File: src/design/rde_pkg.sv
// Package for the restoring divider with Euclidean signed results.
// Holds the mode codes and the operand sign flags that travel down the pipeline.
// No dependencies.
`default_nettype none

package rde_pkg;

  localparam logic MODE_SIGNED   = 1'b0;
  localparam logic MODE_UNSIGNED = 1'b1;

  typedef struct packed {
    logic x_neg;
    logic y_neg;
  } rde_sign_t;

endpackage

`default_nettype wire

File: src/design/rde_step.sv
// One restoring shift-and-subtract step of the divider, as one pipeline stage.
// Depends on rde_pkg.
`default_nettype none

module rde_step #(
  parameter int unsigned DATA_WIDTH = 32
) (
  input  wire logic                  clk_i,
  input  wire logic                  rst_ni,
  input  wire logic                  valid_i,
  output logic                       ready_o,
  input  wire logic [DATA_WIDTH-1:0] upper_i,
  input  wire logic [DATA_WIDTH-1:0] lower_i,
  input  wire logic [DATA_WIDTH-1:0] ymag_i,
  input  rde_pkg::rde_sign_t         sign_i,
  output logic                       valid_o,
  input  wire logic                  ready_i,
  output logic [DATA_WIDTH-1:0]      upper_o,
  output logic [DATA_WIDTH-1:0]      lower_o,
  output logic [DATA_WIDTH-1:0]      ymag_o,
  output rde_pkg::rde_sign_t         sign_o
);
  import rde_pkg::*;

  logic                  valid_q;
  logic [DATA_WIDTH-1:0] upper_q, upper_d;
  logic [DATA_WIDTH-1:0] lower_q, lower_d;
  logic [DATA_WIDTH-1:0] ymag_q;
  rde_sign_t             sign_q;
  logic [DATA_WIDTH-1:0] trial;
  logic [DATA_WIDTH:0]   diff;
  logic                  fits;

  assign ready_o = !valid_q || ready_i;

  // The shifted partial remainder keeps only DATA_WIDTH bits.
  always_comb begin
    trial   = {upper_i[DATA_WIDTH-2:0], lower_i[DATA_WIDTH-1]};
    diff    = {1'b0, trial} - {1'b0, ymag_i};
    fits    = !diff[DATA_WIDTH];
    upper_d = fits ? diff[DATA_WIDTH-1:0] : trial;
    lower_d = {lower_i[DATA_WIDTH-2:0], fits};
  end

  always_ff @(posedge clk_i or negedge rst_ni) begin
    if (!rst_ni) begin
      valid_q <= 1'b0;
    end else if (ready_o) begin
      valid_q <= valid_i;
    end
  end

  always_ff @(posedge clk_i) begin
    if (ready_o && valid_i) begin
      upper_q <= upper_d;
      lower_q <= lower_d;
      ymag_q  <= ymag_i;
      sign_q  <= sign_i;
    end
  end

  assign valid_o = valid_q;
  assign upper_o = upper_q;
  assign lower_o = lower_q;
  assign ymag_o  = ymag_q;
  assign sign_o  = sign_q;

endmodule

`default_nettype wire

File: config.mk
export PLATFORM = sky130hd
export DESIGN_NAME = rde_step
export DESIGN_NICKNAME = d
export VERILOG_FILES = /design/src/design/rde_pkg.sv /design/src/design/rde_step.sv
export SDC_FILE = /design/constraint.sdc
export NUM_CORES = 1
export LEC_CHECK = 0
export ABC_AREA = 1
export BUFFER_PORTS_ARGS = -buffer_cell sky130_fd_sc_hd__buf_4
export CAP_MARGIN = 20
export CELL_PAD_IN_SITES_DETAIL_PLACEMENT = 1
export CELL_PAD_IN_SITES_GLOBAL_PLACEMENT = 2
export CORE_ASPECT_RATIO = 1.2
export CORE_UTILIZATION = 28
export CTS_BUF_LIST = sky130_fd_sc_hd__clkbuf_16
export CTS_CLUSTER_DIAMETER = 60
export CTS_CLUSTER_SIZE = 16
export DETAILED_ROUTE_END_ITERATION = 10
export PLACE_DENSITY_LB_ADDON = 0.1
export SYNTH_ARGS = -nofsm -noshare
export SYNTH_HDL_FRONTEND = slang
export SYNTH_SLANG_ARGS = --single-unit
File: constraint.sdc
create_clock -name clk_i -period 9.55 [get_ports clk_i]
set_input_delay 1.91 -clock clk_i [delete_from_list [all_inputs] [get_ports clk_i]]
set_output_delay 1.91 -clock clk_i [all_outputs]
set_load 0.005 [all_outputs]
# Yosys cells after proc, flatten, opt, wreduce, memory -nomap -nowiden
# Cells that the tools add are included.
# totals
out_inout_bits	100
elab_cells	12
ff_bits	99
inputBits	102
# classes
n_mux	1
add_sub_neg	1
reduce_logical	4
# op_table
operator	n
$sub A32 B32 Y33	1
$mux W32	1
$logic_not A1 Y1	2
$logic_and A1 B1 Y1	1
$logic_or A1 B1 Y1	1

# Depth between registers and ports, before layout
# logic_depth
word_depth	3
depth_mapped	16
ltp_nobuf	15

# Least setup slack after synthesis
# No wires, ideal clock.
# synth_path
path_type	input to register
from	in valid_i
to	reg lower_q[0], in the netlist lower_o[0], enable pin
arrival_ns	6.682
required_time_ns	8.963
path_buffers	0
setup_time_ns	0.587
path_slack_ns	2.281
cell_stages	2
cell_sequence	inv_1 a21oi_1
# synth_via
elab_chain_cells	1
# synth_rtl
item	line	rtl
start: declaration	rde_step.sv:10	input wire logic valid_i,
$logic_and A1 B1 Y1	rde_step.sv:54	if (ready_o && valid_i) begin
end signal: assignment	rde_step.sv:56	lower_q <= lower_d;
end: declaration	rde_step.sv:27	logic [DATA_WIDTH-1:0] lower_q, lower_d;
# No other way between the ends.
# A chain may end at the register's enable or synchronous reset.

# Worst setup path in the final report
# layout_path
from	in ready_i
to	out ready_o
# layout_via
elab_chain_cells	1
# layout_rtl
item	line	rtl
start: declaration	rde_step.sv:17	input wire logic ready_i,
$logic_or A1 B1 Y1	rde_step.sv:34	assign ready_o = !valid_q || ready_i;
end: declaration	rde_step.sv:11	output logic ready_o,
# No other way between the ends.

==> run_results.csv <==
group,metric,value,unit
outcome,status,"complete, no violations",
power_and_ir_drop,finalPower,1.218,mW
power_and_ir_drop,p_comb_frac,0.243,
sta,slew_headroom,0.4524,
sta,fin_tns_setup,0,ns
grt,grt_overflow,0,
power_and_ir_drop,netSwitchingPower,0.3857,mW
synthesis,synthesis.area,0.006072,mm²
sta,finalWorstSetupSlack,5.309,ns
synthesis,yosys_most_used_dff,"edfxtp_1",
grt,antenna_found_initial,0,
routing,postRouteAntennaNets,0,
placed_design,globalplace.congestion,0.7688,
floorplanning,core_area,0.02112,mm²
flow_run,cap_viol_max_count,0,
sta,whs,0.6011,ns
grt,use_met2,0.3191,
floorplanning,start_util,0.2875,
setup_path,crit_path_start_kind,"primary input",
cts,hold_buffers,0,
synthesis,syn-instance-count,748,
placed_design,hpwl,14600,µm
synthesis,synthMostInstantiatedCell,"nand2_1",
synthesis,synth_area_leaders,"edfxtp_1 48%, nand2_1 18%, inv_1 9.3%, ha_1 6.6%, nand3_1 3.2%",
synthesis,synth-edff-count,98,
synthesis,ys_top_cells_by_count,"293 x nand2_1, 151 x inv_1, 98 x edfxtp_1, 39 x nand3_1, 38 x nor2_1",
setup_path,critical_path.max_fanout,2,
sta,rsz0062_at_grt,"no",
placed_design,post_dp_cell_area,0.007865,mm²
worst_hold_path,hold_class,"reg2reg",
floorplanning,die-width,136.4,µm
power_and_ir_drop,pwr-share-clk,0.325,
routing,post_drt_wl_per_cell,14.83,µm
grt,use_met3,0.02917,
layout,final_cells,1230,
grt,grt_pass1_vias,5499,
layout,nets,1090,
power_and_ir_drop,pwr-share-seq,0.432,
layout,seqCellArea,0.002968,mm²
layout,syn_to_final_growth,34.74,%
cts,cts.clk_slew.worst_paths,0.08,ns
cts,clock_latency,0.36,ns
routing,wl,18240,µm
sta,setup_viol,0,
power_and_ir_drop,cellLeakagePower,4.264,nW
placed_design,port_buffers,200,
synthesis,ys_types,31,
power_and_ir_drop,powerDensity,148.9,mW/mm²
setup_path,path_class,"in2out",
grt,grt_pass1_wl,28360,µm
sta,fmax,235.8,MHz
grt,gr-usage-all-layers,0.1680,
routing,drcViolationCount,0,
routing,routed_via_density,4.257,
layout,drive_above_1_share,0.2688,
cts,cts_resized,0,
cts,clock-root-buffer,"clkbuf_16",
sta,period_minus_slack,4.241,ns
setup_path,critical_path_arrival,2.33,ns
grt,grt_max_degree,63,
floorplanning,pin_count,202,
layout,multiInputGateArea,0.002444,mm²
sta,final-hold-violation-count,0,
sta,worstMarginPinSlew,0.8214,ns
cts,cts_buffer_depth,2,
synthesis,synth.avg_cell_area,8.118,µm²
grt,busiest_layer,"met2",
setup_path,end_kind,"output port",
cts,cts_setup_buffers,0,
routing,first_pass_iters,4,
sta,finalMaxSlewViolations,0,
cts,cts_made_buffers,9,
grt,use_met1,0.1925,
cts,htreeDepth,3,
layout,antennaDiodeCount,0,
routing,via_count,5236,
synthesis,synth.top_cell.area_share,0.4846,
synthesis,synth.ff_latch_count,99,
power_and_ir_drop,peakVddDrop,0.09676,mV
power_and_ir_drop,intPower,0.8326,mW
synthesis,synth_fp_nets,883,
floorplanning,die_area,0.02228,mm²
layout,fin_util,0.3874,
layout,n_fill_cell,2582,
floorplanning,dieHeight,163.3,µm
setup_path,critical_path_required,7.64,ns
power_and_ir_drop,switching_share,0.3166,
synthesis,yosysTopAreaCell,"edfxtp_1",
floorplanning,rows,58,
synthesis,async_flop_share,0.01010,
cts,cts_tree,"yes",
placed_design,place_ws,5.054,ns
synthesis,ys_warn_count,0,
synthesis,synth_seq_area_share,0.4888,
placed_design,dp.cells,1214,
sta,post-route-period-util,0.4440,
cts,clock-sinks,99,
sta,clock_skew,0.01260,ns
layout,stdcell_area,0.008182,mm²
routing,drtIter0Drc,210,
[critical path, cell delays in order]
cell and delay (ns):
buf_4 0.11, inv_1 0.10, nand2_1 0.08, buf_4 0.14
[flip-flops by register name, indices dropped and copies added (netlist names)]
signal / flops
sign_o: 2
ymag_o: 32
lower_o: 32
upper_o: 32
valid_o: 1
[cells by family (layout without fill, tap and decap cells)]
| kind of cell | Yosys count | after routing | synth area share |
|---|---|---|---|
| buffers and inverters | 165 | 377 | 0.1107 |
| flip-flops | 99 | 99 | 0.4888 |
| XOR/XNOR | 15 | 15 | 0.02164 |
| adder cells (fa/ha/maj) | 33 | 33 | 0.06923 |
| AO/OA/AOI/OAI | 25 | 25 | 0.02370 |
| AND/OR/NAND/NOR | 411 | 411 | 0.2860 |
[final cells by class]
type / instances / share of cell area
inverters: 159 / 0.07325
flip-flops and latches: 99 / 0.3627
well taps: 270 / 0.04129
repair buffers: 202 / 0.1853
clock buffers: 9 / 0.02753
multi-input cells: 484 / 0.2987
clock inverters: 7 / 0.01116
[layout by cell type (no fill, tap or decap), types with 2 or more instances in the layout]
| master | Yosys | final |
|---|---|---|
| nand2_4 | 2 | 2 |
| inv_1 | 151 | 151 |
| ha_1 | 32 | 32 |
| nand3_1 | 39 | 39 |
| o21ai_0 | 2 | 2 |
| inv_2 | 7 | 7 |
| xor2_1 | 13 | 13 |
| edfxtp_1 | 98 | 98 |
| inv_6 | 0 | 3 |
| clkinv_8 | 0 | 3 |
| nor2_2 | 3 | 3 |
| nand2_2 | 17 | 17 |
| nand4_1 | 4 | 4 |
| nand3b_1 | 4 | 4 |
| nor2_4 | 3 | 3 |
| nor3_1 | 4 | 4 |
| o21bai_1 | 3 | 3 |
| nor2_1 | 38 | 38 |
| buf_4 | 1 | 202 |
| nand2_1 | 293 | 293 |
| clkbuf_16 | 0 | 9 |
| a21oi_1 | 16 | 15 |
| a21oi_2 | 3 | 3 |
| xnor2_1 | 2 | 2 |
[path summary, 6_finish.rpt]
check,startpoint,end,slack [ns],cells past startpoint
max in group asynchronous,rst_ni,valid_o,8.15,1
worst min-delay path,valid_o,valid_o,0.60,2
worst max-delay path,ready_i,ready_o,5.31,4
min in group asynchronous,rst_ni,valid_o,1.32,1
worst max register to register,valid_o,ymag_o[1],7.40,3
worst min register to register,valid_o,valid_o,0.60,2
[layer usage]
metal  part of all wire  wire (µm)
met3              0.043        793
met2               0.54       9808
met1               0.41       7492
met5                  0          0
met4             0.0082        149
[power groups by stage]
stage | registers, mW | logic (mW) | clock network (mW)
after floorplan | 0.544 | 0.167 | 0
after global placement | 0.535 | 0.300 | 0
after detailed placement | 0.536 | 0.304 | 0
after CTS | 0.527 | 0.305 | 0.411
after global routing | 0.529 | 0.339 | 0.424
final | 0.526 | 0.296 | 0.397
Note: power is estimated with default switching activity, not from simulation.
