### config.mk
export PLATFORM = sky130hd
export DESIGN_NAME = rde_fixup
export DESIGN_NICKNAME = d
export VERILOG_FILES = /design/src/design/rde_pkg.sv /design/src/design/rde_fixup.sv
export SDC_FILE = /design/constraint.sdc
export NUM_CORES = 1
export LEC_CHECK = 0
export BUFFER_PORTS_ARGS = -buffer_cell sky130_fd_sc_hd__buf_2
export CORE_MARGIN = 1
export CORE_UTILIZATION = 45
export CTS_CLUSTER_DIAMETER = 60
export DETAILED_ROUTE_END_ITERATION = 8
export PLACE_DENSITY = 0.73
export SYNTH_ARGS = -nofsm -noshare
export SYNTH_HDL_FRONTEND = slang
export SYNTH_SLANG_ARGS = --single-unit
### constraint.sdc
create_clock -name clk_i -period 3.5 [get_ports clk_i]
set_input_delay 0.175 -clock clk_i [delete_from_list [all_inputs] [get_ports clk_i]]
set_output_delay 0.175 -clock clk_i [all_outputs]
set_load 0.1 [all_outputs]
### src/design/rde_pkg.sv
// Package for the restoring divider with Euclidean signed results.
// Holds the mode codes and the operand sign flags that travel down the pipeline.
// No dependencies.
`default_nettype none

package rde_pkg;

  localparam logic MODE_SIGNED   = 1'b0;
  localparam logic MODE_UNSIGNED = 1'b1;

  typedef struct packed {
    logic x_neg;
    logic y_neg;
  } rde_sign_t;

endpackage

`default_nettype wire

### src/design/rde_fixup.sv
// Result stages of the divider: Euclidean correction, then quotient sign.
// Two register stages; the second one is the output register. Depends on rde_pkg.
`default_nettype none

module rde_fixup #(
  parameter int unsigned DATA_WIDTH = 32
) (
  input  wire logic                  clk_i,
  input  wire logic                  rst_ni,
  input  wire logic                  valid_i,
  output logic                       ready_o,
  input  wire logic [DATA_WIDTH-1:0] upper_i,
  input  wire logic [DATA_WIDTH-1:0] lower_i,
  input  wire logic [DATA_WIDTH-1:0] ymag_i,
  input  rde_pkg::rde_sign_t         sign_i,
  output logic                       valid_o,
  input  wire logic                  ready_i,
  output logic [DATA_WIDTH-1:0]      quotient_o,
  output logic [DATA_WIDTH-1:0]      remainder_o
);
  import rde_pkg::*;

  logic                  va_q, vb_q;
  logic                  ready_a, ready_b;
  logic                  corr;
  logic [DATA_WIDTH-1:0] quot_q, quot_d;
  logic [DATA_WIDTH-1:0] rem_a_q, rem_a_d;
  logic                  neg_q, neg_d;
  logic [DATA_WIDTH-1:0] quo_b_q, quo_b_d;
  logic [DATA_WIDTH-1:0] rem_b_q;

  assign ready_b = !vb_q || ready_i;
  assign ready_a = !va_q || ready_b;
  assign ready_o = ready_a;

  // A negative dividend with a nonzero remainder moves the quotient one step
  // further from zero so that the remainder becomes nonnegative.
  always_comb begin
    corr    = sign_i.x_neg && (upper_i != '0);
    quot_d  = lower_i + {{(DATA_WIDTH-1){1'b0}}, corr};
    rem_a_d = corr ? (ymag_i - upper_i) : upper_i;
    neg_d   = sign_i.x_neg ^ sign_i.y_neg;
    quo_b_d = neg_q ? (~quot_q + 1'b1) : quot_q;
  end

  always_ff @(posedge clk_i or negedge rst_ni) begin
    if (!rst_ni) begin
      va_q <= 1'b0;
      vb_q <= 1'b0;
    end else begin
      if (ready_a) begin
        va_q <= valid_i;
      end
      if (ready_b) begin
        vb_q <= va_q;
      end
    end
  end

  always_ff @(posedge clk_i) begin
    if (ready_a && valid_i) begin
      quot_q  <= quot_d;
      rem_a_q <= rem_a_d;
      neg_q   <= neg_d;
    end
    if (ready_b && va_q) begin
      quo_b_q <= quo_b_d;
      rem_b_q <= rem_a_q;
    end
  end

  assign valid_o     = vb_q;
  assign quotient_o  = quo_b_q;
  assign remainder_o = rem_b_q;

endmodule

`default_nettype wire

======== Yosys cells after proc, flatten, opt, wreduce, memory -nomap -nowiden ========
Cells that the tools add are included.
operators by class
  add/subtract/negate cells ............... 3
  multiply operators ...................... 0
  divide/modulo/power cells ............... 0
  $lt $le $gt $ge ......................... 0
  eq/ne operators ......................... 0
  shifts and indexed selects .............. 0
  muxes and demuxes ....................... 2
  bitwise logic cells ..................... 2
  reduce and logical (&&, ||, !) cells .... 8
operators by type and width
  operator                                                         number
  32-bit two-way mux                                               2
  32-bit by 1-bit adder with 32-bit output                         1
  32-bit by 1-bit adder with 32-bit output, second input constant  1
  32-bit NOT                                                       1
  32-bit nonzero test                                              1
  32-bit subtractor                                                1
  1-bit logical AND                                                3
  1-bit logical NOT                                                2
  1-bit logical OR                                                 2
  1-bit XOR                                                        1
storage, ports and cells
  flip-flop bits (word level) ............. 131
  bits in latches ......................... 0
  memory bits (writable) .................. 0
  bits in read-only memories .............. 0
  input port bits ......................... 102
  output and inout port bits .............. 66
  logic and storage cells ................. 22
  memories kept ........................... 0

======== Longest topological paths before layout ========
  depth after elaboration ................. 4
  gate-level depth with buffers ........... 13
  gate-level depth less buffers ........... 12

======== Worst setup path before layout ========
No wires, ideal clock.
  kind .................................... register to register
  start point ............................. register vb_q, in the netlist valid_o
  end point ............................... register neg_q, enable pin
  setup time .............................. 0.429 ns
  arrival ................................. 3.392 ns
  required time ........................... 3.071 ns
  slack ................................... -0.321 ns
  stages on the path, launching flop included .. 3
  path buffers ............................ 0
  period minus slack after synthesis ...... 3.821 ns
  cells stage by stage .................... dfrtp_1 > nand3b_1 > and2_1
on the way
  word-level cells in the longest chain between the ends .. 4
RTL lines
  item                    line             text
  from (decl)             rde_fixup.sv:23  logic va_q, vb_q;
  from (signal assigned)  rde_fixup.sv:55  vb_q <= va_q;
  1-bit logical NOT       rde_fixup.sv:32  assign ready_b = !vb_q || ready_i;
  1-bit logical OR        rde_fixup.sv:32
  1-bit logical OR        rde_fixup.sv:33  assign ready_a = !va_q || ready_b;
  net ready_o             rde_fixup.sv:11  output logic ready_o,
  1-bit logical AND       rde_fixup.sv:61  if (ready_a && valid_i) begin
  to (signal assigned)    rde_fixup.sv:64  neg_q <= neg_d;
  to (decl)               rde_fixup.sv:28  logic neg_q, neg_d;
The timed path passes the listed nets, and every way through them passes these cells.
A chain may end at the register's enable or synchronous reset.

======== Worst setup path in the final report ========
  start point ............................. input upper_i[0]
  end point ............................... register rem_a_q[30], data pin
on the way
  word-level cells in the longest chain between the ends .. 3
  elaborated cells on any way between the ends .. 4
  those cells by class .................... add/sub (1); mux (1); reduce/logical (2)
RTL lines
  item                                                       line             text
  from (decl)                                                rde_fixup.sv:12  input wire logic [DATA_WIDTH-1:0] upper_i,
  branches (longest 2 deep; another with 32-bit subtractor)  -
  32-bit two-way mux (*)                                     rde_fixup.sv:41  rem_a_d = corr ? (ymag_i - upper_i) : upper_i;
  net rem_a_d[30]                                            rde_fixup.sv:27  logic [DATA_WIDTH-1:0] rem_a_q, rem_a_d;
  to (signal assigned)                                       rde_fixup.sv:63  rem_a_q <= rem_a_d;
  to (decl)                                                  rde_fixup.sv:27
Mark *: on every way through the listed nets, which the timed path passes.

==> summary.txt <==
Layout
  • ANT cells: 0
  • Non-Filler Instances: between 1000 and 1500
  • Fin area: 9095 sq um
  • Layout area overhead: 22.70%
  • Fin nets: 975
  • Filler cells: roughly 1400
  • Share of layout cells above drive strength 1: 0.2576

Drt
  • Total vias in the final route: ~5600
  • WL/cell: 14.86 microns
  • Initial DRC count: around 310
  • Drt drc: 0
  • Via-to-Cell Ratio: between 5 and 6
  • DRT antenna net count: 0
  • First-pass DRT Iterations: 4
  • Routed WL: 15840 microns

Place
  • Placed Cells: a little over 1000
  • GPL Wtd Cong: about 0.95
  • I/O Buffers: between 150 and 200
  • Detail Placement HPWL: approximately 12000 microns
  • Area post-placement: ~8500 sq um

Die
  • Core footprint: about 16000 sq um
  • Total die area: approximately 17000 sq um
  • Die Width: about 130 microns
  • Initial Utilization: 0.4632
  • I/O pin count: between 150 and 200
  • Vert. Die Dim: approximately 130 microns
  • FP Rows: 46

Worst setup path
  • Worst R2R Start: quot_q[10]
  • CP arrival: 2700 ps
  • Largest stage delay on the critical path: roughly 420 ps
  • Critical Path, Cell by Cell: buf_2 -> ha_1 -> fa_1 -> nor2b_1 -> o2111ai_1 -> a21oi_1 -> o21a_1 -> o21ai_1 -> o21ai_1 -> a21oi_1 -> and4b_1 -> or3_1
  • CP required: 3660 ps
  • CP startpoint kind: input port
  • CP Class: input port to register
  • Critical-path top delay cell: fa_1
  • Crit-path max FO: 3
  • CP endpoint kind: register
  • Start point of the critical path: upper_i[0]

Synthesis
  • YS warnings: 0
  • Netlist Area Pre-Place: about 7400 sq um
  • Register area share after synthesis: 0.5294
  • Syn Area/Cell: about 11 sq um
  • FFs w/ async S/R, synth: 0.01527
  • Yosys reg bits: between 100 and 150
  • Post-Synthesis Cells: roughly 670
  • Post-synth top flop: edfxtp_1
  • Net count after synthesis: between 800 and 900
  • Netlist cell types: 53
  • Number of synthesized flops with an enable pin: between 100 and 150

CTS
  • Num Clock Sinks: between 100 and 150
  • Clk root buf: clkbuf_16
  • Clock transition at path regs: 50 ps
  • Maximum root-to-sink buffer count: 2
  • # resized after CTS: 0
  • Worst-skew pair later-pin latency: 420 ps
  • Total CTS buffers: 17
  • CTS H-tree depth: 4
  • CTS tree: done

Global route
  • Initial antenna violation count: 0
  • Grt ovf: 0
  • Vias in the first global route: between 5000 and 6000
  • GRT Resource Usage Total: 0.1953
  • First-pass GRT wire length: ~25000 microns
  • Largest net degree at the start of global routing: 65

Timing
  • Layout Skew: approximately 6.8 ps
  • Period Utilization, post-route: 0.7270
  • Final Hold Violating Endpoints: 0
  • Final setup fails: 0
  • Slew Limit Fails: 0
  • FMAX: 393.0 MHz
  • Max_slew headroom: 0.3071
  • Tightest Pin Transition: 1039 ps
  • Worst Hold Slack: around 38 ps
  • Clock period minus worst slack: approximately 2500 ps
  • Unrepaired setup endpoints after global routing: false
  • Setup TNS: 0 ps

Pwr
  • Overall Power: around 4.9 mW
  • Worst VDD drop: 394.4 uV
  • Static Leakage: approximately 3.7 nW
  • Pwr dens: between 500 and 600 nW/um^2

Status
  • Status: complete, no violations

Job
  • Max-cap violations: 0

Worst hold path
  • HP Class: input port to register
  • Min-delay src: ready_i
-- state kept, by name, indices dropped and copies added (netlist names) --
signal,count
valid_o,1
va_q,1
quotient_o,32
rem_a_q,32
remainder_o,32
neg_q,1
quot_q,32
-- area by class of cell --
cell class | instances | area (sq um) | share of cell area
flip-flops and latches | 131 | 3924 | 0.4314
multi-input cells | 475 | 3278 | 0.3604
repair buffers | 172 | 903.4 | 0.09933
clock buffers | 18 | 429.2 | 0.04719
well taps | 216 | 270.3 | 0.02972
inverters | 40 | 150.1 | 0.01651
clock inverters | 14 | 140.1 | 0.01541
-- critical path, delay by kind of cell --
| kind | cells | cell delay (ps) |
|---|---|---|
| AO/OA/AOI/OAI | 6 | 1050 |
| adder cells (fa/ha/maj) | 2 | 640 |
| buffers and inverters | 1 | 120 |
| AND/OR/NAND/NOR | 3 | 720 |
-- cells in the final DEF (no fill, tap or decap), types with 10 or more instances in the layout --
master / Yosys / final
o21ai_0: 53 / 52
nand4_1: 10 / 10
a21oi_1: 34 / 34
nand2_1: 72 / 72
nor2_1: 21 / 21
nand3_1: 19 / 19
buf_2: 2 / 167
and3_1: 12 / 12
edfxtp_1: 129 / 129
nand2b_1: 15 / 15
clkbuf_16: 0 / 17
inv_1: 40 / 40
xor2_1: 28 / 28
ha_1: 35 / 35
a21o_1: 16 / 16
xnor2_1: 60 / 60
-- where the power goes --
group / leakage, nW / internal (mW) / switching [mW]
Sequential: 1.26 / 1.92 / 0.0594
Clock: 0.269 / 1.04 / 0.628
Combinational: 2.18 / 0.317 / 0.924
Total: 3.71 / 3.27 / 1.61
-- routing by layer --
layer / GRT usage / wire, microns / vias to the layer above
met4: 0.08046 / 357 / 0
met5: 0 / 0 / -
met3: 0.04387 / 1172 / 26
li1: - / - / 2781
met2: 0.3160 / 7427 / 217
met1: 0.2535 / 6885 / 2542
-- stage by stage --
stage / util / worst slack, ps
finish: 0.5684 / 955.6
global route: 0.5684 / 763.1
CTS: 0.5684 / 987.6
detailed placement: 0.5316 / 568.8
global placement: 0.5316 / 611.9
floorplan: - / 227.1
-- cell usage after synthesis, types with 6 or more instances --
| master | count | share of area |
|---|---|---|
| a31oi_1 | 6 | 0.0051 |
| a21o_1 | 16 | 0.016 |
| a21oi_1 | 34 | 0.023 |
| and3_1 | 12 | 0.010 |
| nand4_1 | 10 | 0.0084 |
| o21ai_0 | 53 | 0.036 |
| ha_1 | 35 | 0.059 |
| xnor2_1 | 60 | 0.071 |
| nor4_1 | 8 | 0.0068 |
| xor2_1 | 28 | 0.033 |
| clkbuf_1 | 15 | 0.0076 |
| edfxtp_1 | 129 | 0.52 |
| o21ai_1 | 8 | 0.0054 |
| nand3_1 | 19 | 0.013 |
| nor2_1 | 21 | 0.011 |
| nand2b_1 | 15 | 0.013 |
| nor3_1 | 8 | 0.0054 |
| o31ai_1 | 6 | 0.0061 |
| inv_1 | 40 | 0.020 |
| nand2_1 | 72 | 0.036 |
-- cell families (layout without fill, tap and decap cells) --
group | count (synthesis) | in the layout | share of synthesized area
flops | 131 | 131 | 0.5294
xor+xnor | 88 | 88 | 0.1040
buf+inv | 59 | 244 | 0.03022
mux | 2 | 2 | 0.002870
compound gates | 156 | 156 | 0.1364
simple gates | 193 | 193 | 0.1354
fa+ha+maj | 36 | 36 | 0.06178
-- final timing paths --
path                                   endpoint  slack, ps  cells after the start
worst max-delay path                rem_a_q[30]        960                     12
worst min-delay path                    valid_o         40                      3
worst max register to register   quotient_o[27]       1080                      6
worst min register to register  remainder_o[19]        420                      0
max in group asynchronous               valid_o       3330                      2
min in group asynchronous                  va_q         80                      2
-- what timing repair did --
item,4_1_cts,5_1_grt
buffers inserted,0,0
endpoints found under the hold margin,3,0
hold buffers,2,0
(Power assumes the default switching activity.)
