### src/design/rde_pkg.sv
// Package for the restoring divider with Euclidean signed results.
// Holds the mode codes and the operand sign flags that travel down the pipeline.
// No dependencies.
`default_nettype none

package rde_pkg;

  localparam logic MODE_SIGNED   = 1'b0;
  localparam logic MODE_UNSIGNED = 1'b1;

  typedef struct packed {
    logic x_neg;
    logic y_neg;
  } rde_sign_t;

endpackage

`default_nettype wire

### src/design/rde_prep.sv
// Operand stage of the divider: decodes the mode and takes operand magnitudes.
// Depends on rde_pkg.
`default_nettype none

module rde_prep #(
  parameter int unsigned DATA_WIDTH = 32
) (
  input  wire logic                  clk_i,
  input  wire logic                  rst_ni,
  input  wire logic                  valid_i,
  output logic                       ready_o,
  input  wire logic [DATA_WIDTH-1:0] dividend_i,
  input  wire logic [DATA_WIDTH-1:0] divisor_i,
  input  wire logic                  mode_i,
  output logic                       valid_o,
  input  wire logic                  ready_i,
  output logic [DATA_WIDTH-1:0]      lower_o,
  output logic [DATA_WIDTH-1:0]      ymag_o,
  output rde_pkg::rde_sign_t         sign_o
);
  import rde_pkg::*;

  logic                  valid_q;
  logic [DATA_WIDTH-1:0] lower_q, lower_d;
  logic [DATA_WIDTH-1:0] ymag_q, ymag_d;
  rde_sign_t             sign_q, sign_d;

  assign ready_o = !valid_q || ready_i;

  always_comb begin
    sign_d.x_neg = (mode_i == MODE_SIGNED) && dividend_i[DATA_WIDTH-1];
    sign_d.y_neg = (mode_i == MODE_SIGNED) && divisor_i[DATA_WIDTH-1];
    lower_d      = sign_d.x_neg ? (~dividend_i + 1'b1) : dividend_i;
    ymag_d       = sign_d.y_neg ? (~divisor_i + 1'b1) : divisor_i;
  end

  always_ff @(posedge clk_i or negedge rst_ni) begin
    if (!rst_ni) begin
      valid_q <= 1'b0;
    end else if (ready_o) begin
      valid_q <= valid_i;
    end
  end

  always_ff @(posedge clk_i) begin
    if (ready_o && valid_i) begin
      lower_q <= lower_d;
      ymag_q  <= ymag_d;
      sign_q  <= sign_d;
    end
  end

  assign valid_o = valid_q;
  assign lower_o = lower_q;
  assign ymag_o  = ymag_q;
  assign sign_o  = sign_q;

endmodule

`default_nettype wire

### config.mk
export PLATFORM = sky130hd
export DESIGN_NAME = rde_prep
export DESIGN_NICKNAME = d
export VERILOG_FILES = /design/src/design/rde_pkg.sv /design/src/design/rde_prep.sv
export SDC_FILE = /design/constraint.sdc
export NUM_CORES = 1
export LEC_CHECK = 0
export ABC_CLOCK_PERIOD_IN_PS = 2520
export BUFFER_PORTS_ARGS = -buffer_cell sky130_fd_sc_hd__buf_2
export CORE_MARGIN = 5
export CORE_UTILIZATION = 27
export CTS_BUF_LIST = sky130_fd_sc_hd__clkbuf_8
export DETAILED_ROUTE_END_ITERATION = 8
export GPL_ROUTABILITY_DRIVEN = 0
export SKIP_LAST_GASP = 1
export SLEW_MARGIN = 20
export SYNTH_ARGS = -nofsm -noshare
export SYNTH_HDL_FRONTEND = slang
export SYNTH_SLANG_ARGS = --single-unit
export TNS_END_PERCENT = 100
### constraint.sdc
create_clock -name clk_i -period 2.52 [get_ports clk_i]
set_clock_uncertainty 0.2 [all_clocks]
set_input_delay 0.126 -clock clk_i [delete_from_list [all_inputs] [get_ports clk_i]]
set_output_delay 0.126 -clock clk_i [all_outputs]
set_load 0.03 [all_outputs]
* Word level (Yosys, flattened, before mapping)
Cells that the tools add are included.
W data, S select, Z words.
** Operators by class
- Add/subtract/negate cells :: 2
- Multiplexer cells :: 2
- Bitwise gates (word level) :: 3
- Reductions and logical operators :: 5
** Operator list (count)
- $add A32 B1 Y32 const B :: 2
- $mux W32 :: 2
- $not A32 Y32 :: 2
- $logic_and A1 B1 Y1 :: 3
- $logic_not A1 Y1 :: 1
- $logic_or A1 B1 Y1 :: 1
- $not A1 Y1 :: 1
** Storage, ports and cells
- Register bits after elaboration :: 67
- Input bits :: 69
- Output and inout bits :: 68

* Longest topological paths before layout
Gate-level depths: netlist of run 1.
- Word-level depth :: 3
- Mapped depth :: 7
- Gate-level depth less buffers :: 6

* Worst setup path before layout of run 1
No wires, ideal clock.
- Path type :: register to register
- From :: register valid_q, in the netlist valid_o
- To :: register lower_q[0], in the netlist lower_o[0] (enable)
- Library setup time :: 0.431 ns
- Data arrival time :: 2.431 ns
- Data required time :: 1.889 ns
- Path slack :: -0.542 ns
- Stages on the path, launching flop included :: 3
- Path buffers :: 0
- Period minus slack after synthesis :: 3.062 ns
- Path through :: dfrtp_1 nand2b_1 and2_1
** On the way
- Longest elaborated chain between the ends :: 3
** RTL lines
- start, declared :: RTL line rde_prep.sv:23 : logic valid_q;
- start signal, assigned :: RTL line rde_prep.sv:41 : valid_q <= valid_i;
- $logic_not A1 Y1 :: RTL line rde_prep.sv:28 : assign ready_o = !valid_q || ready_i;
- $logic_or A1 B1 Y1 :: RTL line rde_prep.sv:28
- net ready_o :: RTL line rde_prep.sv:11 : output logic ready_o,
- $logic_and A1 B1 Y1 :: RTL line rde_prep.sv:46 : if (ready_o && valid_i) begin
- end signal, assigned :: RTL line rde_prep.sv:47 : lower_q <= lower_d;
- end, declared :: RTL line rde_prep.sv:24 : logic [DATA_WIDTH-1:0] lower_q, lower_d;
The timed path passes the listed nets, and every way through them passes these cells.
A chain may end at the register's enable or synchronous reset.

* Worst setup path in the final report of run 1
- From :: input dividend_i[24]
- To :: register lower_q[30], in the netlist lower_o[30] (data pin)
** On the way
- Longest elaborated chain between the ends :: 3
** RTL lines
- start, declared :: RTL line rde_prep.sv:12 : input wire logic [DATA_WIDTH-1:0] dividend_i,
- $not A32 Y32 :: RTL line rde_prep.sv:33 : lower_d = sign_d.x_neg ? (~dividend_i + 1'b1) : dividend_i;
- $add A32 B1 Y32 :: RTL line rde_prep.sv:33
- $mux W32 :: RTL line rde_prep.sv:33
- net lower_d[30] :: RTL line rde_prep.sv:24
The timed path passes the listed nets, and every way through them passes these cells.

==> results of run 1 <==
[how the worst max path moves through the flow]
stage,startpoint,end,slack (ns)
6_report,dividend_i[24],lower_o[30],0.07
5_1_grt,divisor_i[18],ymag_o[31],-0.07
4_1_cts,dividend_i[4],lower_o[20],0.009
3_5_place_dp,dividend_i[20],lower_o[30],0.06
3_3_place_gp,dividend_i[20],lower_o[29],0.10
2_1_floorplan,valid_o,lower_o[0],0.16
[cell type report]
| class | instances | area (µm²) | area share, % |
|---|---|---|---|
| clock inverter | 7 | 92.6 | 1.76 |
| sequential | 67 | 2010 | 38.2 |
| multi-input combinational | 185 | 1330 | 25.3 |
| tap | 168 | 210 | 4.00 |
| inverter | 7 | 30.0 | 0.572 |
| clock buffer | 9 | 124 | 2.36 |
| timing repair buffer | 213 | 1460 | 27.8 |
[metrics by stage]
step | instances | util (%) | hold WS [ns]
after floorplan | 267 | - | -0.370
after global placement | 567 | 35.1 | -0.299
after detailed placement | 567 | 35.1 | -0.298
after CTS | 656 | 43.0 | 0.000589
after global routing | 656 | 43.3 | 0.0406
final | 656 | 43.3 | 0.0265
[registers in the layout, summed over array words and instances, names as in the netlist]
| name | cells |
|---|---|
| lower_o | 32 |
| ymag_o | 32 |
| sign_o | 2 |
| valid_o | 1 |
[power by group]
group          total [mW]  internal (mW)  leakage (nW)  switching, mW
Combinational       0.618          0.250          1.29          0.368
Sequential           1.35           1.33         0.641         0.0197
Clock               0.989          0.553         0.103          0.436
[cells by family (layout without fill, tap and decap cells)]
family | after synthesis | count (layout) | share of synthesized area, %
and+or+nand+nor | 72 | 72 | 12.2
DFF | 67 | 67 | 59.9
xor gates and xnor gates | 58 | 58 | 15.2
AOI/OAI and AO/OA | 53 | 53 | 10.3
buffers and inverters | 15 | 236 | 1.68
adders and majority gates | 2 | 2 | 0.747
[worst max-delay path: stages]
cell and delay (ns):
dlygate4sd3_1 0.54, buf_2 0.13, or3_1 0.40, or4_4 0.44
or3_4 0.43, o31ai_4 0.19, xnor2_1 0.08
[placed cells by master, fill, tap and decap left out, drive strengths merged]
cell / n
nor4: 11
nand2: 13
a31oi: 3
nor3b: 2
clkbuf: 9
bufinv: 2
dlymetal6s4s: 1
dfrtp: 1
and2: 3
xnor2: 38
nand3b: 1
and4: 1
buf: 140
nand2b: 6
o21a: 2
xor2: 20
clkinvlp: 3
o21ai: 15
nand3: 1
clkinv: 3
a21oi: 13
o31ai: 15
nor2: 13
nor3: 4
ha: 2
or2: 2
dlygate4sd3: 72
edfxtp: 66
o41ai: 5
nor4b: 2
inv: 6
or4: 5
nor2b: 1
nand4: 1
or3: 6
[layer usage]
metal	track usage [%]	vias to the layer above	routed length (µm)
met2	21.8	123	4520
li1	-	1433	-
met1	14.6	1361	4020
met4	6.65	0	261
met5	0	-	0
met3	4.06	20	726
[repair_timing]
action	CTS	global route
endpoints found under the setup margin	0	12
hold buffers	73	0
hold endpoints to repair	66	0
gates resized for setup	0	11
setup buffers	0	1
==> impl_metrics.env, run 1 <==
export IMPL_status="complete, no violations"
export IMPL_ys_ff_latch=67
export IMPL_setup_slack_ns=0.0704
export IMPL_cts_root_buf="clkbuf_8"
export IMPL_clk_pin_slew_worst_paths_ns=0.07
export IMPL_io_buffers=136
export IMPL_fp_row_count=40
export IMPL_drive_gt1_share_pct=35.2
export IMPL_die_w_um=121
export IMPL_grt_overflow_total=0
export IMPL_clk_latency_ns=0.35
export IMPL_yosys_cell_types_count=33
export IMPL_clk_path_buf_depth=2
export IMPL_netlist_top_cells_area="edfxtp_1 59%, xnor2_1 9.9%, xor2_1 5.2%"
export IMPL_async_flop_share_pct=1.49
export IMPL_setup_viol=0
export IMPL_holdPathEnd="ymag_o[3]"
export IMPL_avgSynthCellArea_um2=12.5
export IMPL_hold_viol=0
export IMPL_worst_slew_pin_slew_ns=0.595
export IMPL_crit_path_max_fanout=3
export IMPL_die_h_um=121
export IMPL_first_iter_violations=167
export IMPL_nNetsFinal=554
export IMPL_ioPinCount=137
export IMPL_fill_cells=1150
export IMPL_setup_tns_ns=0
export IMPL_initial_core_util_pct=27.7
export IMPL_grt_pass1_wl_mm=14.7
export IMPL_power_total_mw=2.96
export IMPL_required_ns=2.43
export IMPL_cts_sinks=67
export IMPL_core_um2=12100
export IMPL_grt_max_degree=67
export IMPL_ys_seq_area_share_pct=59.9
export IMPL_synthFlopType="edfxtp_1"
export IMPL_min_path_cells=3
export IMPL_hold_class="input port to flop"
export IMPL_drv_slew=0
export IMPL_antenna_cells=0
export IMPL_drcViolationCount=0
export IMPL_syn_area_um2=3350
export IMPL_yosys_top_cells_count="66 x edfxtp_1, 38 x xnor2_1, 20 x xor2_1, 15 x o21ai_0, 14 x o31ai_1"
export IMPL_timing_final_crit_share_pct=97.2
export IMPL_maxCapViolations=0
export IMPL_synthToLayoutAreaGrowth_pct=56.7
export IMPL_start_kind="input port"
export IMPL_dp_hpwl_mm=6.60
export IMPL_worstHoldStart="divisor_i[2]"
export IMPL_p_leak_nw=2.03
export IMPL_wl_per_cell_um=14.5
export IMPL_die_area_um2=14700
export IMPL_htreeDepth=3
export IMPL_cts_tree="done"
export IMPL_place_area_um2=4260
export IMPL_rsz0062_at_grt="yes"
export IMPL_synth_top_area_share_pct=59.1
export IMPL_endpoint_kind="flop"
export IMPL_max_vdd_ir_drop_mv=0.302
export IMPL_cts_buffers=9
export IMPL_viasPerCell=4.48
export IMPL_critical_path_class="input port to flop"
export IMPL_synth_edff_count=66
export IMPL_timing_rr_start="valid_o"
export IMPL_route_antenna_remaining_nets=0
export IMPL_period_minus_slack_ns=2.45
export IMPL_vias=2937
export IMPL_place_ws_ns=0.0650
export IMPL_first_pass_iters=4
export IMPL_pwr_density_cell_nw_per_um2=563
export IMPL_synth_nets=338
export IMPL_regToRegSetupSlack_ns=0.99
export IMPL_yosysMostFrequentCell="edfxtp_1"
export IMPL_yosys_area_top_type="edfxtp_1"
export IMPL_routed_wl_mm=9.52
export IMPL_ys_warn_count=0
export IMPL_track_usage_pct=12.9
export IMPL_r2r_end="lower_o[22]"
export IMPL_max_freq_mhz=408
export IMPL_antenna_found_initial=0
export IMPL_finish_instance_area_um2=5250
export IMPL_rr_worst_depth=3
export IMPL_relSlewSlack_pct=60.3
export IMPL_synthCells=267
export IMPL_arrival_ns=2.36
export IMPL_grt_pass1_vias=3053
No activity file was read; power rests on OpenSTA's default activity.
==> inputs of run 2 (changes only) <==
Settings changed: CORE_ASPECT_RATIO from default to 0.75.
==> run 2 against run 1 <==
  * Sequential power is essentially flat
  * Setup slack lost 0.034 ns
  * Sequential share of layout area grew 0.55 points
==> impl_metrics.env, run 2 (same netlist as run 1, synthesis figures left out) <==
export IMPL_first_pass_iters=4
export IMPL_cts_sinks=67
export IMPL_power_switching_mw=0.788
export IMPL_grt_use_met3_pct=3.87
export IMPL_crit_path_max_fanout=4
export IMPL_pwr_density_cell_nw_per_um2=529
export IMPL_relSlewSlack_pct=58.2
export IMPL_min_path_cells=3
export IMPL_fill_cells=1151
export IMPL_p_clk_share_pct=28.0
export IMPL_crit_start="divisor_i[22]"
export IMPL_worst_slew_pin_slew_ns=0.627
export IMPL_die_area_um2=14800
export IMPL_hold_class="input port to flop"
export IMPL_rr_worst_depth=3
export IMPL_grt_pass1_wl_mm=15.2
export IMPL_vias=2952
export IMPL_drive_gt1_share_pct=34.6
export IMPL_ioPinCount=137
export IMPL_initial_core_util_pct=27.4
export IMPL_postCtsSetupRepairBufs=0
export IMPL_htreeDepth=3
export IMPL_period_minus_slack_ns=2.48
export IMPL_r2r_end="ymag_o[31]"
export IMPL_slowest_stage="dlygate4sd3_1"
export IMPL_endpoint_kind="flop"
export IMPL_hold_viol=0
export IMPL_synthToLayoutAreaGrowth_pct=54.4
export IMPL_rsz0062_at_grt="no"
export IMPL_multiInputGateArea_um2=1320
export IMPL_wl_per_cell_um=15.0
export IMPL_die_h_um=106
export IMPL_pwr_share_seq_pct=49.4
export IMPL_route_antenna_remaining_nets=0
export IMPL_timing_rr_start="valid_o"
export IMPL_fp_row_count=35
export IMPL_routed_wl_mm=9.80
export IMPL_track_usage_pct=13.0
export IMPL_start_kind="input port"
export IMPL_timing_final_crit_share_pct=98.5
export IMPL_grt_pass1_vias=3032
export IMPL_holdPathEnd="ymag_o[26]"
export IMPL_status="complete, no violations"
export IMPL_die_w_um=139
export IMPL_drcViolationCount=0
export IMPL_crit_top_cell="dlygate4sd3_1"
export IMPL_cpPeakStageDelay_ns=0.54
export IMPL_io_buffers=136
export IMPL_combPwrFrac_pct=22.6
export IMPL_dp_hpwl_mm=6.79
export IMPL_max_vdd_ir_drop_mv=0.244
export IMPL_met2_usage_pct=20.2
export IMPL_grt_max_degree=67
export IMPL_swShare_pct=28.8
export IMPL_clk_pin_slew_worst_paths_ns=0.07
export IMPL_layout_commonest_cell="buf_2"
export IMPL_setup_viol=0
export IMPL_max_freq_mhz=403
export IMPL_clk_path_buf_depth=2
export IMPL_placed_cells=567
export IMPL_cts_root_buf="clkbuf_8"
export IMPL_viasPerCell=4.51
export IMPL_regToRegSetupSlack_ns=0.96
export IMPL_maxCapViolations=0
export IMPL_layout_common_cells="136 x buf_2, 71 x dlygate4sd3_1, 66 x edfxtp_1"
export IMPL_critical_path_class="input port to flop"
export IMPL_antenna_cells=0
export IMPL_grt_overflow_total=0
export IMPL_nNetsFinal=554
export IMPL_antenna_found_initial=0
export IMPL_timing_hold_ws_ns=0.0405
export IMPL_worstHoldStart="divisor_i[25]"
export IMPL_cts_tree="done"
export IMPL_grt_busiest_layer="met2"
export IMPL_core_um2=12200
export IMPL_crit_chain="dlygate4sd3_1, buf_2, nor4_1, nand2_1, nor4_2, o21a_1, dlygate4sd3_1"
export IMPL_p_leak_nw=2.03
export IMPL_clk_latency_ns=0.33
export IMPL_drv_slew=0
export IMPL_power_total_mw=2.74
export IMPL_grtUsageMet1_pct=17.4
export IMPL_stdcell_count=654
export IMPL_first_iter_violations=118
export IMPL_finish_utilization_pct=42.4
export IMPL_intPower_mw=1.95
export IMPL_cts_buffers=9
export IMPL_seqCellArea_um2=2010
export IMPL_required_ns=2.52
export IMPL_arrival_ns=2.48
export IMPL_setup_tns_ns=0
-- run 2: changes by cell type in the layout (fill, tap and decap cells not counted), sizes merged --
cell / delta
buf: +2
dlygate4sd3: -1
inv: +4
bufinv: -2
dlymetal6s4s: -1
clkbuf: +1
clkinvlp: -3
-- run 2: critical path, delay by kind of cell --
| family | cells | cell delay, ns |
|---|---|---|
| AOI/OAI and AO/OA | 1 | 0.14 |
| buffers and inverters | 3 | 1.21 |
| and+or+nand+nor | 3 | 1.00 |
-- run 2: power by group through the flow --
stage	Combinational (mW)	Sequential (mW)	Clock, mW
global route	0.664	1.36	0.859
finish	0.619	1.35	0.766
detailed placement	0.530	1.38	0
CTS	0.616	1.35	0.808
global placement	0.523	1.38	0
floorplan	0.160	1.54	0
-- run 2: cell type report --
cell class,count,area share (%)
flip-flops and latches,67,38.8
multi-input cells,185,25.5
clock buffers,10,2.66
repair buffers,213,28.0
clock inverters,6,0.508
inverters,7,0.508
well taps,166,4.01
-- run 2: repair_timing --
item,in CTS,in global routing
resized for setup,0,7
hold buffers,71,0
hold endpoints to repair,64,0
setup endpoints to repair,0,8
-- run 2: metrics by stage --
| stage | instance area (µm²) | setup WS, ns |
|---|---|---|
| floorplan | 3350 | 0.164 |
| global placement | 4270 | 0.0925 |
| detailed placement | 4270 | 0.0216 |
| CTS | 5140 | 0.00948 |
| global route | 5170 | 0.00383 |
| finish | 5170 | 0.0366 |
-- run 2: worst max path at each step --
stage	cells past startpoint	end	slack [ns]
after global routing	7	ymag_o[31]	0.004
after floorplan	2	lower_o[0]	0.16
after CTS	7	lower_o[20]	0.009
after detailed placement	6	lower_o[20]	0.02
after global placement	6	lower_o[20]	0.09
final	7	ymag_o[31]	0.04
-- run 2: metal layers --
metal | share of wire, % | wire [µm]
met3 | 6.4 | 629
met4 | 1.3 | 125
met2 | 47 | 4590
met5 | 0 | 0
met1 | 45 | 4450
==> inputs of run 3 (changes only) <==
Settings changed: ABC_CLOCK_PERIOD_IN_PS 2520 to 2650.
Clock period 2.52 ns to 2.65 ns, I/O delays scaled along.
==> run 3 against run 2 <==
  * The run now ends with setup timing left
  * Highest routed layer unchanged
  * Register-to-register slack better by 0.08 ns
  * Largest power group unchanged
  * Critical path depth stayed put
  * Sequential power is 5% lower
  * Flip-flop and latch count stayed put
  * Power up 0.31%
  * Cell area hardly changed
  * Global-route usage is 0.25 points higher
  * Non-clock buffer count decreased by 2
  * Die area unchanged
==> impl_metrics.env, run 3 (same netlist as run 1, synthesis figures left out) <==
export IMPL_status="finished with violations"
export IMPL_violations="setup timing"
export IMPL_critical_path_class="input port to flop"
export IMPL_timing_hold_ws_ns=0.0377
export IMPL_pwr_density_cell_nw_per_um2=530
export IMPL_dp_hpwl_mm=6.90
export IMPL_crit_chain="dlygate4sd3_1, buf_2, or4_4, or3_4, nor4_2, o21a_1, dlygate4sd3_1"
export IMPL_grt_overflow_total=0
export IMPL_place_ws_ns=0.0826
export IMPL_clk_pin_slew_worst_paths_ns=0.08
export IMPL_cts_root_buf="clkbuf_8"
export IMPL_hold_viol=0
export IMPL_layout_common_cells="136 x buf_2, 70 x dlygate4sd3_1, 66 x edfxtp_1"
export IMPL_die_h_um=106
export IMPL_period_minus_slack_ns=2.66
export IMPL_arrival_ns=2.66
export IMPL_finish_instance_area_um2=5180
export IMPL_cts_buffers=9
export IMPL_max_vdd_ir_drop_mv=0.238
export IMPL_relSlewSlack_pct=57.4
export IMPL_htreeDepth=3
export IMPL_drv_slew=0
export IMPL_timing_final_crit_share_pct=100
export IMPL_max_freq_mhz=376
export IMPL_vias=2932
export IMPL_first_pass_iters=4
export IMPL_cts_sinks=67
export IMPL_cpPeakStageDelay_ns=0.55
export IMPL_maxCapViolations=0
export IMPL_grt_max_degree=67
export IMPL_cts_tree="done"
export IMPL_route_antenna_remaining_nets=0
export IMPL_grt_pass1_vias=3072
export IMPL_die_w_um=139
export IMPL_crit_path_max_fanout=4
export IMPL_io_buffers=136
export IMPL_antenna_found_initial=0
export IMPL_nNetsFinal=552
export IMPL_ioPinCount=137
export IMPL_path_buf_inv=3
export IMPL_stdcell_count=652
export IMPL_fp_row_count=35
export IMPL_required_ns=2.65
export IMPL_viasPerCell=4.50
export IMPL_grt_pass1_wl_mm=15.7
export IMPL_setup_tns_ns=-0.00641
export IMPL_wl_per_cell_um=15.3
export IMPL_hold_class="input port to flop"
export IMPL_worst_slew_pin_slew_ns=0.639
export IMPL_placed_cells=566
export IMPL_clk_path_buf_depth=2
export IMPL_p_leak_nw=2.01
export IMPL_setup_slack_ns=-0.00641
export IMPL_first_iter_violations=132
export IMPL_drive_gt1_share_pct=34.6
export IMPL_endpoint_kind="flop"
export IMPL_rsz0062_at_grt="yes"
export IMPL_cpLargestDelayFamily="buffers and inverters"
export IMPL_crit_top_cell="dlygate4sd3_1"
export IMPL_drcViolationCount=0
export IMPL_clk_latency_ns=0.33
export IMPL_finish_utilization_pct=42.4
export IMPL_track_usage_pct=13.3
export IMPL_initial_core_util_pct=27.4
export IMPL_antenna_cells=0
export IMPL_power_total_mw=2.74
export IMPL_slowest_stage="or4_4"
export IMPL_die_area_um2=14800
export IMPL_setup_viol=1
export IMPL_core_um2=12200
export IMPL_start_kind="input port"
export IMPL_place_area_um2=4260
export IMPL_routed_wl_mm=9.95
export IMPL_synthToLayoutAreaGrowth_pct=54.5
export IMPL_layout_commonest_cell="buf_2"
export IMPL_postCtsSetupRepairBufs=0
[run 3: timing repair]
item | CTS | global route
hold buffers | 70 | 0
endpoints found under the hold margin | 64 | 0
endpoints found under the setup margin | 0 | 3
resized for setup | 0 | 3
[run 3: worst register-to-register path, cell delays in order, from the launching register on]
cell	delay, ns
dfrtp_1	0.38
nand2b_1	0.12
and2_2	0.18
buf_12	0.30
[run 3: layout make-up]
cell class                 instances  area (µm²)
tap                              166         208
sequential                        67        2010
timing repair buffer             211        1430
clock inverter                     7        76.3
fill                            1177        7040
multi-input combinational        185        1310
inverter                           7        26.3
clock buffer                       9         124
[run 3: worst paths after layout]
| kind | start | to | slack, ns | cells past startpoint |
|---|---|---|---|---|
| worst min-delay path | dividend_i[12] | lower_o[13] | 0.04 | 3 |
| worst min register to register | valid_o | ymag_o[20] | 0.87 | 3 |
| min in group asynchronous | rst_ni | valid_o | 0.43 | 3 |
| max in group asynchronous | rst_ni | valid_o | 1.71 | 3 |
| worst max-delay path | dividend_i[22] | lower_o[31] | -0.006 | 7 |
| worst max register to register | valid_o | ymag_o[9] | 1.04 | 3 |
[run 3: routing by layer]
layer / track usage [%] / vias up / share of wire (%)
li1: - / 1428 / -
met1: 17.5 / 1379 / 46
met2: 20.7 / 110 / 47
met3: 4.27 / 15 / 5.8
met4: 4.47 / 0 / 1.8
met5: 0 / - / 0
[run 3: power breakdown]
| group | leakage, nW | internal [mW] | total, mW | switching [mW] |
|---|---|---|---|---|
| Clock | 0.0962 | 0.441 | 0.872 | 0.431 |
| Combinational | 1.27 | 0.235 | 0.588 | 0.353 |
| Sequential | 0.641 | 1.27 | 1.28 | 0.0196 |
| Total | 2.01 | 1.94 | 2.74 | 0.803 |
